`src/sv/vex3_instruction_length_decode_core_macros.svh`:
```
// Assertion macros shared by the length decoder.
`ifndef VEX3_INSTRUCTION_LENGTH_DECODE_CORE_MACROS_SVH
`define VEX3_INSTRUCTION_LENGTH_DECODE_CORE_MACROS_SVH

// The consequent must hold in the same cycle as the antecedent.
`define VEX3LD_ASSERT_NOW(label, ante, cons, msg) \
  label: assert property (@(posedge clk_i) disable iff (!rst_ni) (ante) |-> (cons)) \
    else $error(msg);

// The consequent must hold in the cycle after the antecedent.
`define VEX3LD_ASSERT_NEXT(label, ante, cons, msg) \
  label: assert property (@(posedge clk_i) disable iff (!rst_ni) (ante) |=> (cons)) \
    else $error(msg);

`endif

```
`src/sv/vex3ld_pkg.sv`:
```
package vex3ld_pkg;

  localparam logic [7:0] LeadC4   = 8'hC4;
  localparam logic [2:0] RmSib    = 3'b100;
  localparam logic [2:0] RmDisp32 = 3'b101;
  localparam logic [2:0] RxbNone  = 3'b111;
  localparam logic [4:0] Map2     = 5'h02;
  localparam logic [4:0] Map3     = 5'h03;
  localparam logic [3:0] MinPrefixBytes = 4'd5;
  localparam logic [3:0] MinSibBytes    = 4'd6;
  localparam logic [3:0] LenBase        = 4'd4;

  typedef enum logic [1:0] {
    ST_OK     = 2'd0,
    ST_NOT_C4 = 2'd1,
    ST_UNSUP  = 2'd2,
    ST_SHORT  = 2'd3
  } status_e;

  typedef enum logic [1:0] {
    MOD_IND    = 2'd0,
    MOD_DISP8  = 2'd1,
    MOD_DISP32 = 2'd2,
    MOD_REG    = 2'd3
  } mod_e;

  typedef struct packed {
    logic hit;
    logic w;
    logic reg_ok;
    logic imm;
  } lookup_t;

  // First stage: prefix checks done, ModRM still to be sized.
  typedef struct packed {
    status_e    status;
    logic       reg_ok;
    logic       imm;
    mod_e       mode;
    logic [2:0] rm;
    logic       sib_disp;
    logic       has_sib;
  } s1_t;

  // Second stage: operand size known.
  typedef struct packed {
    status_e    status;
    logic [2:0] opsz;
    logic       imm;
  } s2_t;

  function automatic lookup_t vex_lookup(logic [4:0] map, logic [7:0] op);
    lookup_t r;
    r = '{hit: 1'b0, w: 1'b0, reg_ok: 1'b1, imm: 1'b0};
    if (map == Map2) begin
      unique case (op)
        8'h13, 8'h18, 8'h36, 8'h58, 8'h78, 8'h79, 8'hF7: r.hit = 1'b1;
        8'h5A, 8'h8C, 8'h90: begin
          r.hit    = 1'b1;
          r.reg_ok = 1'b0;
        end
        default: r.hit = 1'b0;
      endcase
    end else if (map == Map3) begin
      unique case (op)
        8'h00: begin
          r.hit = 1'b1;
          r.w   = 1'b1;
          r.imm = 1'b1;
        end
        8'h1D, 8'h38, 8'h39, 8'h46: begin
          r.hit = 1'b1;
          r.imm = 1'b1;
        end
        default: r.hit = 1'b0;
      endcase
    end
    return r;
  endfunction

endpackage

```
`src/sv/vex3ld_if.sv`:
```
interface vex3ld_item_if;
  logic       valid;
  logic       ready;
  logic [7:0] lead_byte;
  logic [7:0] vex_byte1;
  logic [7:0] vex_byte2;
  logic [7:0] opcode_byte;
  logic [7:0] modrm;
  logic [7:0] sib_byte;
  logic [3:0] available_bytes;

  modport source (output valid, lead_byte, vex_byte1, vex_byte2, opcode_byte,
                  modrm, sib_byte, available_bytes, input ready);
  modport sink   (input valid, lead_byte, vex_byte1, vex_byte2, opcode_byte,
                  modrm, sib_byte, available_bytes, output ready);
endinterface

interface vex3ld_result_if;
  logic       valid;
  logic       ready;
  logic [3:0] length;
  logic [1:0] status;

  modport source (output valid, length, status, input ready);
  modport sink   (input valid, length, status, output ready);
endinterface

```
`src/sv/vex3ld_classify.sv`:
```
module vex3ld_classify
  import vex3ld_pkg::*;
(
  input  logic [7:0] lead_byte_i,
  input  logic [7:0] vex_byte1_i,
  input  logic [7:0] vex_byte2_i,
  input  logic [7:0] opcode_byte_i,
  input  logic [7:0] modrm_i,
  input  logic [7:0] sib_byte_i,
  input  logic [3:0] available_bytes_i,
  output s1_t        stage_o
);

  lookup_t lk;

  assign lk = vex_lookup(vex_byte1_i[4:0], opcode_byte_i);

  always_comb begin
    stage_o.reg_ok   = lk.reg_ok;
    stage_o.imm      = lk.imm;
    stage_o.mode     = mod_e'(modrm_i[7:6]);
    stage_o.rm       = modrm_i[2:0];
    stage_o.sib_disp = (sib_byte_i[2:0] == RmDisp32);
    stage_o.has_sib  = (available_bytes_i >= MinSibBytes);
    priority if (available_bytes_i == 4'd0) begin
      stage_o.status = ST_SHORT;
    end else if (lead_byte_i != LeadC4) begin
      stage_o.status = ST_NOT_C4;
    end else if (available_bytes_i < MinPrefixBytes) begin
      stage_o.status = ST_SHORT;
    end else if (!lk.hit || (vex_byte1_i[7:5] != RxbNone) || (vex_byte2_i[7] != lk.w)) begin
      stage_o.status = ST_UNSUP;
    end else begin
      stage_o.status = ST_OK;
    end
  end

endmodule

```
`src/sv/vex3_instruction_length_decode_core.sv`:
```
// Length decoder for three-byte VEX (C4) instructions in 32-bit code.
// The item channel carries the first six instruction bytes and the count
// of valid bytes; the result channel returns the total length and a status.
// A status other than ok always comes with a length of zero.
// The block is a three-stage pipeline: prefix and opcode checks, ModRM
// sizing, then the final length in the output register. A result is
// registered in each stage in turn, and while the receiver keeps ready
// high one item can transfer every cycle, so throughput is one
// instruction per clock.
// Each stage holds its own valid bit and advances when the stage after it
// is empty or moving, so a stalled receiver only backs up the pipeline and
// bubbles are squeezed out; nothing is dropped or repeated.
// Reset clears all valid bits; the data registers are not reset, and the
// block is ready in the first cycle after reset is released.
`include "vex3_instruction_length_decode_core_macros.svh"

module vex3_instruction_length_decode_core
  import vex3ld_pkg::*;
(
  input  logic            clk_i,
  input  logic            rst_ni,
  vex3ld_item_if.sink     item_i,
  vex3ld_result_if.source result_o
);

  s1_t        s1_d, s1_q;
  s2_t        s2_d, s2_q;
  logic       v1_q, v2_q, v3_q;
  logic       adv1, adv2, adv3;
  logic [3:0] len_d, len_q;
  status_e    st_q;

  vex3ld_classify u_classify (
    .lead_byte_i       (item_i.lead_byte),
    .vex_byte1_i       (item_i.vex_byte1),
    .vex_byte2_i       (item_i.vex_byte2),
    .opcode_byte_i     (item_i.opcode_byte),
    .modrm_i           (item_i.modrm),
    .sib_byte_i        (item_i.sib_byte),
    .available_bytes_i (item_i.available_bytes),
    .stage_o           (s1_d)
  );

  assign adv3 = !v3_q || result_o.ready;
  assign adv2 = !v2_q || adv3;
  assign adv1 = !v1_q || adv2;
  assign item_i.ready = adv1;

  always_comb begin
    s2_d.status = s1_q.status;
    s2_d.imm    = s1_q.imm;
    s2_d.opsz   = 3'd0;
    if (s1_q.status == ST_OK) begin
      unique case (s1_q.mode)
        MOD_IND: begin
          if (s1_q.rm == RmSib) begin
            if (!s1_q.has_sib) begin
              s2_d.status = ST_SHORT;
            end else begin
              s2_d.opsz = s1_q.sib_disp ? 3'd6 : 3'd2;
            end
          end else if (s1_q.rm == RmDisp32) begin
            s2_d.opsz = 3'd5;
          end else begin
            s2_d.opsz = 3'd1;
          end
        end
        MOD_DISP8:  s2_d.opsz = (s1_q.rm == RmSib) ? 3'd3 : 3'd2;
        MOD_DISP32: s2_d.opsz = (s1_q.rm == RmSib) ? 3'd6 : 3'd5;
        MOD_REG: begin
          if (s1_q.reg_ok) begin
            s2_d.opsz = 3'd1;
          end else begin
            s2_d.status = ST_UNSUP;
          end
        end
        default: s2_d.status = ST_UNSUP;
      endcase
    end
  end

  assign len_d = (s2_q.status == ST_OK)
               ? (LenBase + {1'b0, s2_q.opsz} + {3'b000, s2_q.imm}) : 4'd0;

  always_ff @(posedge clk_i or negedge rst_ni) begin
    if (!rst_ni) begin
      v1_q <= 1'b0;
      v2_q <= 1'b0;
      v3_q <= 1'b0;
    end else begin
      if (adv1) v1_q <= item_i.valid;
      if (adv2) v2_q <= v1_q;
      if (adv3) v3_q <= v2_q;
    end
  end

  always_ff @(posedge clk_i) begin
    if (adv1) s1_q <= s1_d;
    if (adv2) s2_q <= s2_d;
    if (adv3) begin
      len_q <= len_d;
      st_q  <= s2_q.status;
    end
  end

  assign result_o.valid  = v3_q;
  assign result_o.length = len_q;
  assign result_o.status = st_q;

  `VEX3LD_ASSERT_NOW(a_zero_len_on_error, v3_q && (st_q != ST_OK), len_q == 4'd0, "error result with nonzero length")
  `VEX3LD_ASSERT_NOW(a_len_range, v3_q && (st_q == ST_OK), (len_q >= 4'd5) && (len_q <= 4'd11), "decoded length out of range")
  `VEX3LD_ASSERT_NEXT(a_accept_fills_s1, item_i.valid && item_i.ready, v1_q, "transfer did not reach first stage")

endmodule

```
`src/flat_wrapper.sv`:
```
// flat-port wrapper written by rule: the top's interface ports become plain ports
module vex3_instruction_length_decode_core_flat import vex3ld_pkg::*;
  (clk_i, rst_ni, item_i_valid, item_i_lead_byte, item_i_vex_byte1, item_i_vex_byte2, item_i_opcode_byte, item_i_modrm, item_i_sib_byte, item_i_available_bytes, item_i_ready, result_o_valid, result_o_length, result_o_status, result_o_ready);
  vex3ld_item_if item_i_i ();
  vex3ld_result_if result_o_i ();
  input  logic clk_i;
  input  logic rst_ni;
  input wire logic [$bits(item_i_i.valid)-1:0] item_i_valid;
  input wire logic [$bits(item_i_i.lead_byte)-1:0] item_i_lead_byte;
  input wire logic [$bits(item_i_i.vex_byte1)-1:0] item_i_vex_byte1;
  input wire logic [$bits(item_i_i.vex_byte2)-1:0] item_i_vex_byte2;
  input wire logic [$bits(item_i_i.opcode_byte)-1:0] item_i_opcode_byte;
  input wire logic [$bits(item_i_i.modrm)-1:0] item_i_modrm;
  input wire logic [$bits(item_i_i.sib_byte)-1:0] item_i_sib_byte;
  input wire logic [$bits(item_i_i.available_bytes)-1:0] item_i_available_bytes;
  output wire logic [$bits(item_i_i.ready)-1:0] item_i_ready;
  output wire logic [$bits(result_o_i.valid)-1:0] result_o_valid;
  output wire logic [$bits(result_o_i.length)-1:0] result_o_length;
  output wire logic [$bits(result_o_i.status)-1:0] result_o_status;
  input wire logic [$bits(result_o_i.ready)-1:0] result_o_ready;
  assign item_i_i.valid = item_i_valid;
  assign item_i_i.lead_byte = item_i_lead_byte;
  assign item_i_i.vex_byte1 = item_i_vex_byte1;
  assign item_i_i.vex_byte2 = item_i_vex_byte2;
  assign item_i_i.opcode_byte = item_i_opcode_byte;
  assign item_i_i.modrm = item_i_modrm;
  assign item_i_i.sib_byte = item_i_sib_byte;
  assign item_i_i.available_bytes = item_i_available_bytes;
  assign item_i_ready = item_i_i.ready;
  assign result_o_valid = result_o_i.valid;
  assign result_o_length = result_o_i.length;
  assign result_o_status = result_o_i.status;
  assign result_o_i.ready = result_o_ready;
  vex3_instruction_length_decode_core u_core (.clk_i(clk_i), .rst_ni(rst_ni), .item_i(item_i_i), .result_o(result_o_i));
endmodule
```
`config.mk`:
```
export PLATFORM = sky130hd
export DESIGN_NAME = vex3_instruction_length_decode_core_flat
export DESIGN_NICKNAME = d
export VERILOG_FILES = /design/src/sv/vex3ld_pkg.sv /design/src/sv/vex3ld_if.sv /design/src/sv/vex3ld_classify.sv /design/src/sv/vex3_instruction_length_decode_core.sv /design/src/flat_wrapper.sv
export VERILOG_INCLUDE_DIRS = /design/src /design/src/sv
export SDC_FILE = /design/constraint.sdc
export NUM_CORES = 1
export LEC_CHECK = 0
export BUFFER_PORTS_ARGS = -buffer_cell sky130_fd_sc_hd__buf_4
export CORE_ASPECT_RATIO = 1.4
export CORE_MARGIN = 2
export CORE_UTILIZATION = 43
export DETAILED_ROUTE_END_ITERATION = 8
export PLACE_DENSITY = 0.73
export SKIP_CTS_REPAIR_TIMING = 1
export SLEW_MARGIN = 25
export SYNTH_ARGS = -nofsm -noshare
export SYNTH_HDL_FRONTEND = slang
export SYNTH_SLANG_ARGS = --single-unit
```
`constraint.sdc`:
```
create_clock -name clk_i -period 1.45 [get_ports clk_i]
set_clock_uncertainty 0.2 [all_clocks]
set_input_delay 0.0725 -clock clk_i [delete_from_list [all_inputs] [get_ports clk_i]]
set_output_delay 0.0725 -clock clk_i [all_outputs]
set_load 0.01 [all_outputs]
```
==> impl_results.md <==
- Maximum clock path buffer count: 2
- Crit-path max FO: 6
- CP arrival: 1380 ps
- First-pass GRT wire length: 5.62 mm
- Placed cell count: 229
- Htree depth: 1
- Post-Layout Cell Count: 257
- Core box area: 0.00338 sq mm
- CTS tree: done
- Crit path buf inv count: 1
- Nets: 280
- Tcrit/Tclk final: 1.07
- Final number of setup-violating endpoints: 6
- Final hold slack: -3.61 ps
- Worst-Margin Slew: 351 ps
- Die area: 0.00404 sq mm
- Hpwl dp: 2.73 mm
- Starting density of the core: 0.451
- Place WS: -199 ps
- #FFs+latches synth: 26
- Later-pin clock latency in the skew report: 270 ps
- Fillers: 242
- Syn_area_per_cell: 11.4 sq um
- Number of max-slew violations in the final report: 0
- FP Rows: 25
- Post-DP Area: 0.00198 sq mm
- TritonCTS buffer count: 3
- Vias in the first global route: 1320
- Via density: 5.35
- First-pass DRT Iterations: 6
- Synthesized cell area: 0.00152 sq mm
- Area growth, synth to finish: 55.5%
- Final WL: 3.79 mm
- GRT Overall Usage: 0.191
- Residual DRC: 0
- Horiz. Die Dim: 54.3 microns
- Via total after detailed routing: 1376
- Syn Nets: 195
- CP peak stage delay: 410 ps
- Final hold vios: 1
- Worst setup SP type: register
- Worst hold path class: input pin to register
- CTS clk-pin slew, worst paths: 90 ps
- CTS sink cnt: 26
- Overflow after GRT: 0
- Maxcap violations: 0
- Max Clk Rate: 644 MHz
- Max VDD drop: 0.756 mV
- Pwr dens: 810 mW/mm^2
- Number of flops mapped to enable cells by yosys: 23
- CP delay by family, top: flip-flops
- Final worst slack: -102 ps
- FFs w/ async S/R, synth: 0.115
- DIE HEIGHT: 74.4 microns
- Final instance area: 0.00237 sq mm
- I/O Buffers: 48
- Fin util: 0.701
- Primary FF master, synth: edfxtp_1
- Critical path endpoint category: register
- Pleak: 0.973 nW
- Cell count after synthesis: 133
- Req. time, crit path: 1270 ps
- Initial antenna violation count: 0
- Unrepaired setup endpoints after global routing: true
- Post-layout minimum cycle time: 1550 ps
- Failing checks: negative hold slack, negative setup slack
- Worst slew margin relative to its limit: 0.766
- Yosys warns: 0
- Sequential-to-total area share from yosys stat: 0.503
- Routed wire per std cell: 14.7 microns
- CP max stage cell: edfxtp_1
- Crit path cell chain: inv_2 > ha_4 > nand3b_1 > o21ai_1 > a21o_1
- Tot Pwr: 0.00192 W
- Proportion of layout cells with a drive suffix above 1: 0.433
- Crit Path Class: register to register
- GPL Wtd Cong: 0.921
- Cell variety after synth: 40
- CTS Root Cell: clkbuf_8
- Ant diodes: 0
- Outcome: finished, violations left
- Boundary Pins: 64
- Detail Route Antenna Nets: 0
- DR iter-0 viols: 50
- Pin count of the biggest net entering global routing: 16
-- stage by stage --
stage | hold WS [ps] | TNS [ps]
2_1_floorplan | -423 | -992
3_3_place_gp | -337 | -420
3_5_place_dp | -337 | -876
4_1_cts | -631 | -573
5_1_grt | 15.9 | -872
6_report | -3.61 | -441
-- registers in the layout, summed over array words and instances (netlist names) --
name and flops:
u_core.result_o.length 4, u_core.result_o.status 2, u_core.result_o.valid 1, u_core.s1_q 11
u_core.s2_q 6, u_core.v1_q 1, u_core.v2_q 1
-- cells by family (layout without fill, tap and decap cells) --
| kind of cell | count (synthesis) | count (layout) | synth area share |
|---|---|---|---|
| mux | 3 | 3 | 0.0197 |
| flops | 26 | 26 | 0.503 |
| fa+ha+maj | 6 | 6 | 0.0493 |
| xor+xnor | 1 | 1 | 0.00575 |
| compound gates | 25 | 25 | 0.115 |
| simple gates | 60 | 60 | 0.242 |
| buf+inv | 12 | 96 | 0.0649 |
-- layout make-up --
type                    instances  area [sq um]  share of cell area
flip-flops and latches         26           766               0.323
multi-input cells              95           738               0.312
repair buffers                 86           721               0.304
well taps                      40          50.0              0.0211
clock buffers                   3          41.3              0.0174
clock inverters                 1          30.0              0.0127
inverters                       6          22.5             0.00951
-- path summary, 6_finish.rpt --
kind | start | end | slack, ps | cells past startpoint
min in group asynchronous | rst_ni | u_core.result_o.valid | 480 | 3
max in group asynchronous | rst_ni | u_core.v2_q | 430 | 3
hold reg to reg | u_core.s1_q[7] | u_core.s2_q[0] | 230 | 0
hold / removal | item_i_opcode_byte[0] | u_core.s1_q[8] | -4 | 3
setup / recovery | u_core.s1_q[5] | u_core.s2_q[5] | -100 | 5
setup reg to reg | u_core.s1_q[5] | u_core.s2_q[5] | -100 | 5
-- per-layer routing --
| layer | up-vias | global-route usage | part of all wire |
|---|---|---|---|
| met4 | 0 | 0.0667 | 0.018 |
| met1 | 657 | 0.174 | 0.33 |
| met2 | 36 | 0.391 | 0.62 |
| met5 | - | 0 | 0 |
| li1 | 677 | - | - |
| met3 | 6 | 0.0341 | 0.030 |
-- synth_stat cells (all sizes together) (3+ instances only) --
master | number | share of area
nand4b | 3 | 0.017
edfxtp | 23 | 0.45
inv | 6 | 0.015
mux2i | 3 | 0.020
clkbuf | 5 | 0.043
nor2 | 11 | 0.027
nor4b | 3 | 0.025
o21a | 3 | 0.015
nor4 | 8 | 0.033
nand2b | 8 | 0.038
nand2 | 7 | 0.017
o21ai | 3 | 0.0099
dfrtp | 3 | 0.049
nor3 | 8 | 0.026
nand3b | 3 | 0.015
a21oi | 6 | 0.020
ha | 6 | 0.049
-- power by group --
| part | total, W | switching, W | internal [W] |
|---|---|---|---|
| clock network | 0.000587 | 0.000218 | 0.000369 |
| logic | 0.000416 | 0.000169 | 0.000247 |
| registers | 0.000917 | 0.0000382 | 0.000879 |
-- worst reg2reg max path, cell delays in order (launching register included) --
cell	delay, ps
edfxtp_1	410
inv_2	70
ha_4	190
nand3b_1	140
o21ai_1	90
a21o_1	200
-- placed cells by master (no fill, tap or decap), types with 3 or more instances in the layout --
master / count
nor3_1: 8
nor4b_2: 3
inv_1: 4
nand2_1: 7
nand2b_1: 6
clkbuf_8: 3
ha_2: 3
buf_4: 67
edfxtp_1: 23
nor2_1: 10
nand4b_1: 3
dfrtp_1: 3
nand3b_1: 3
dlygate4sd3_1: 15
nor4_1: 7
a21oi_1: 6
o21a_1: 3
(Power assumes the default switching activity.)
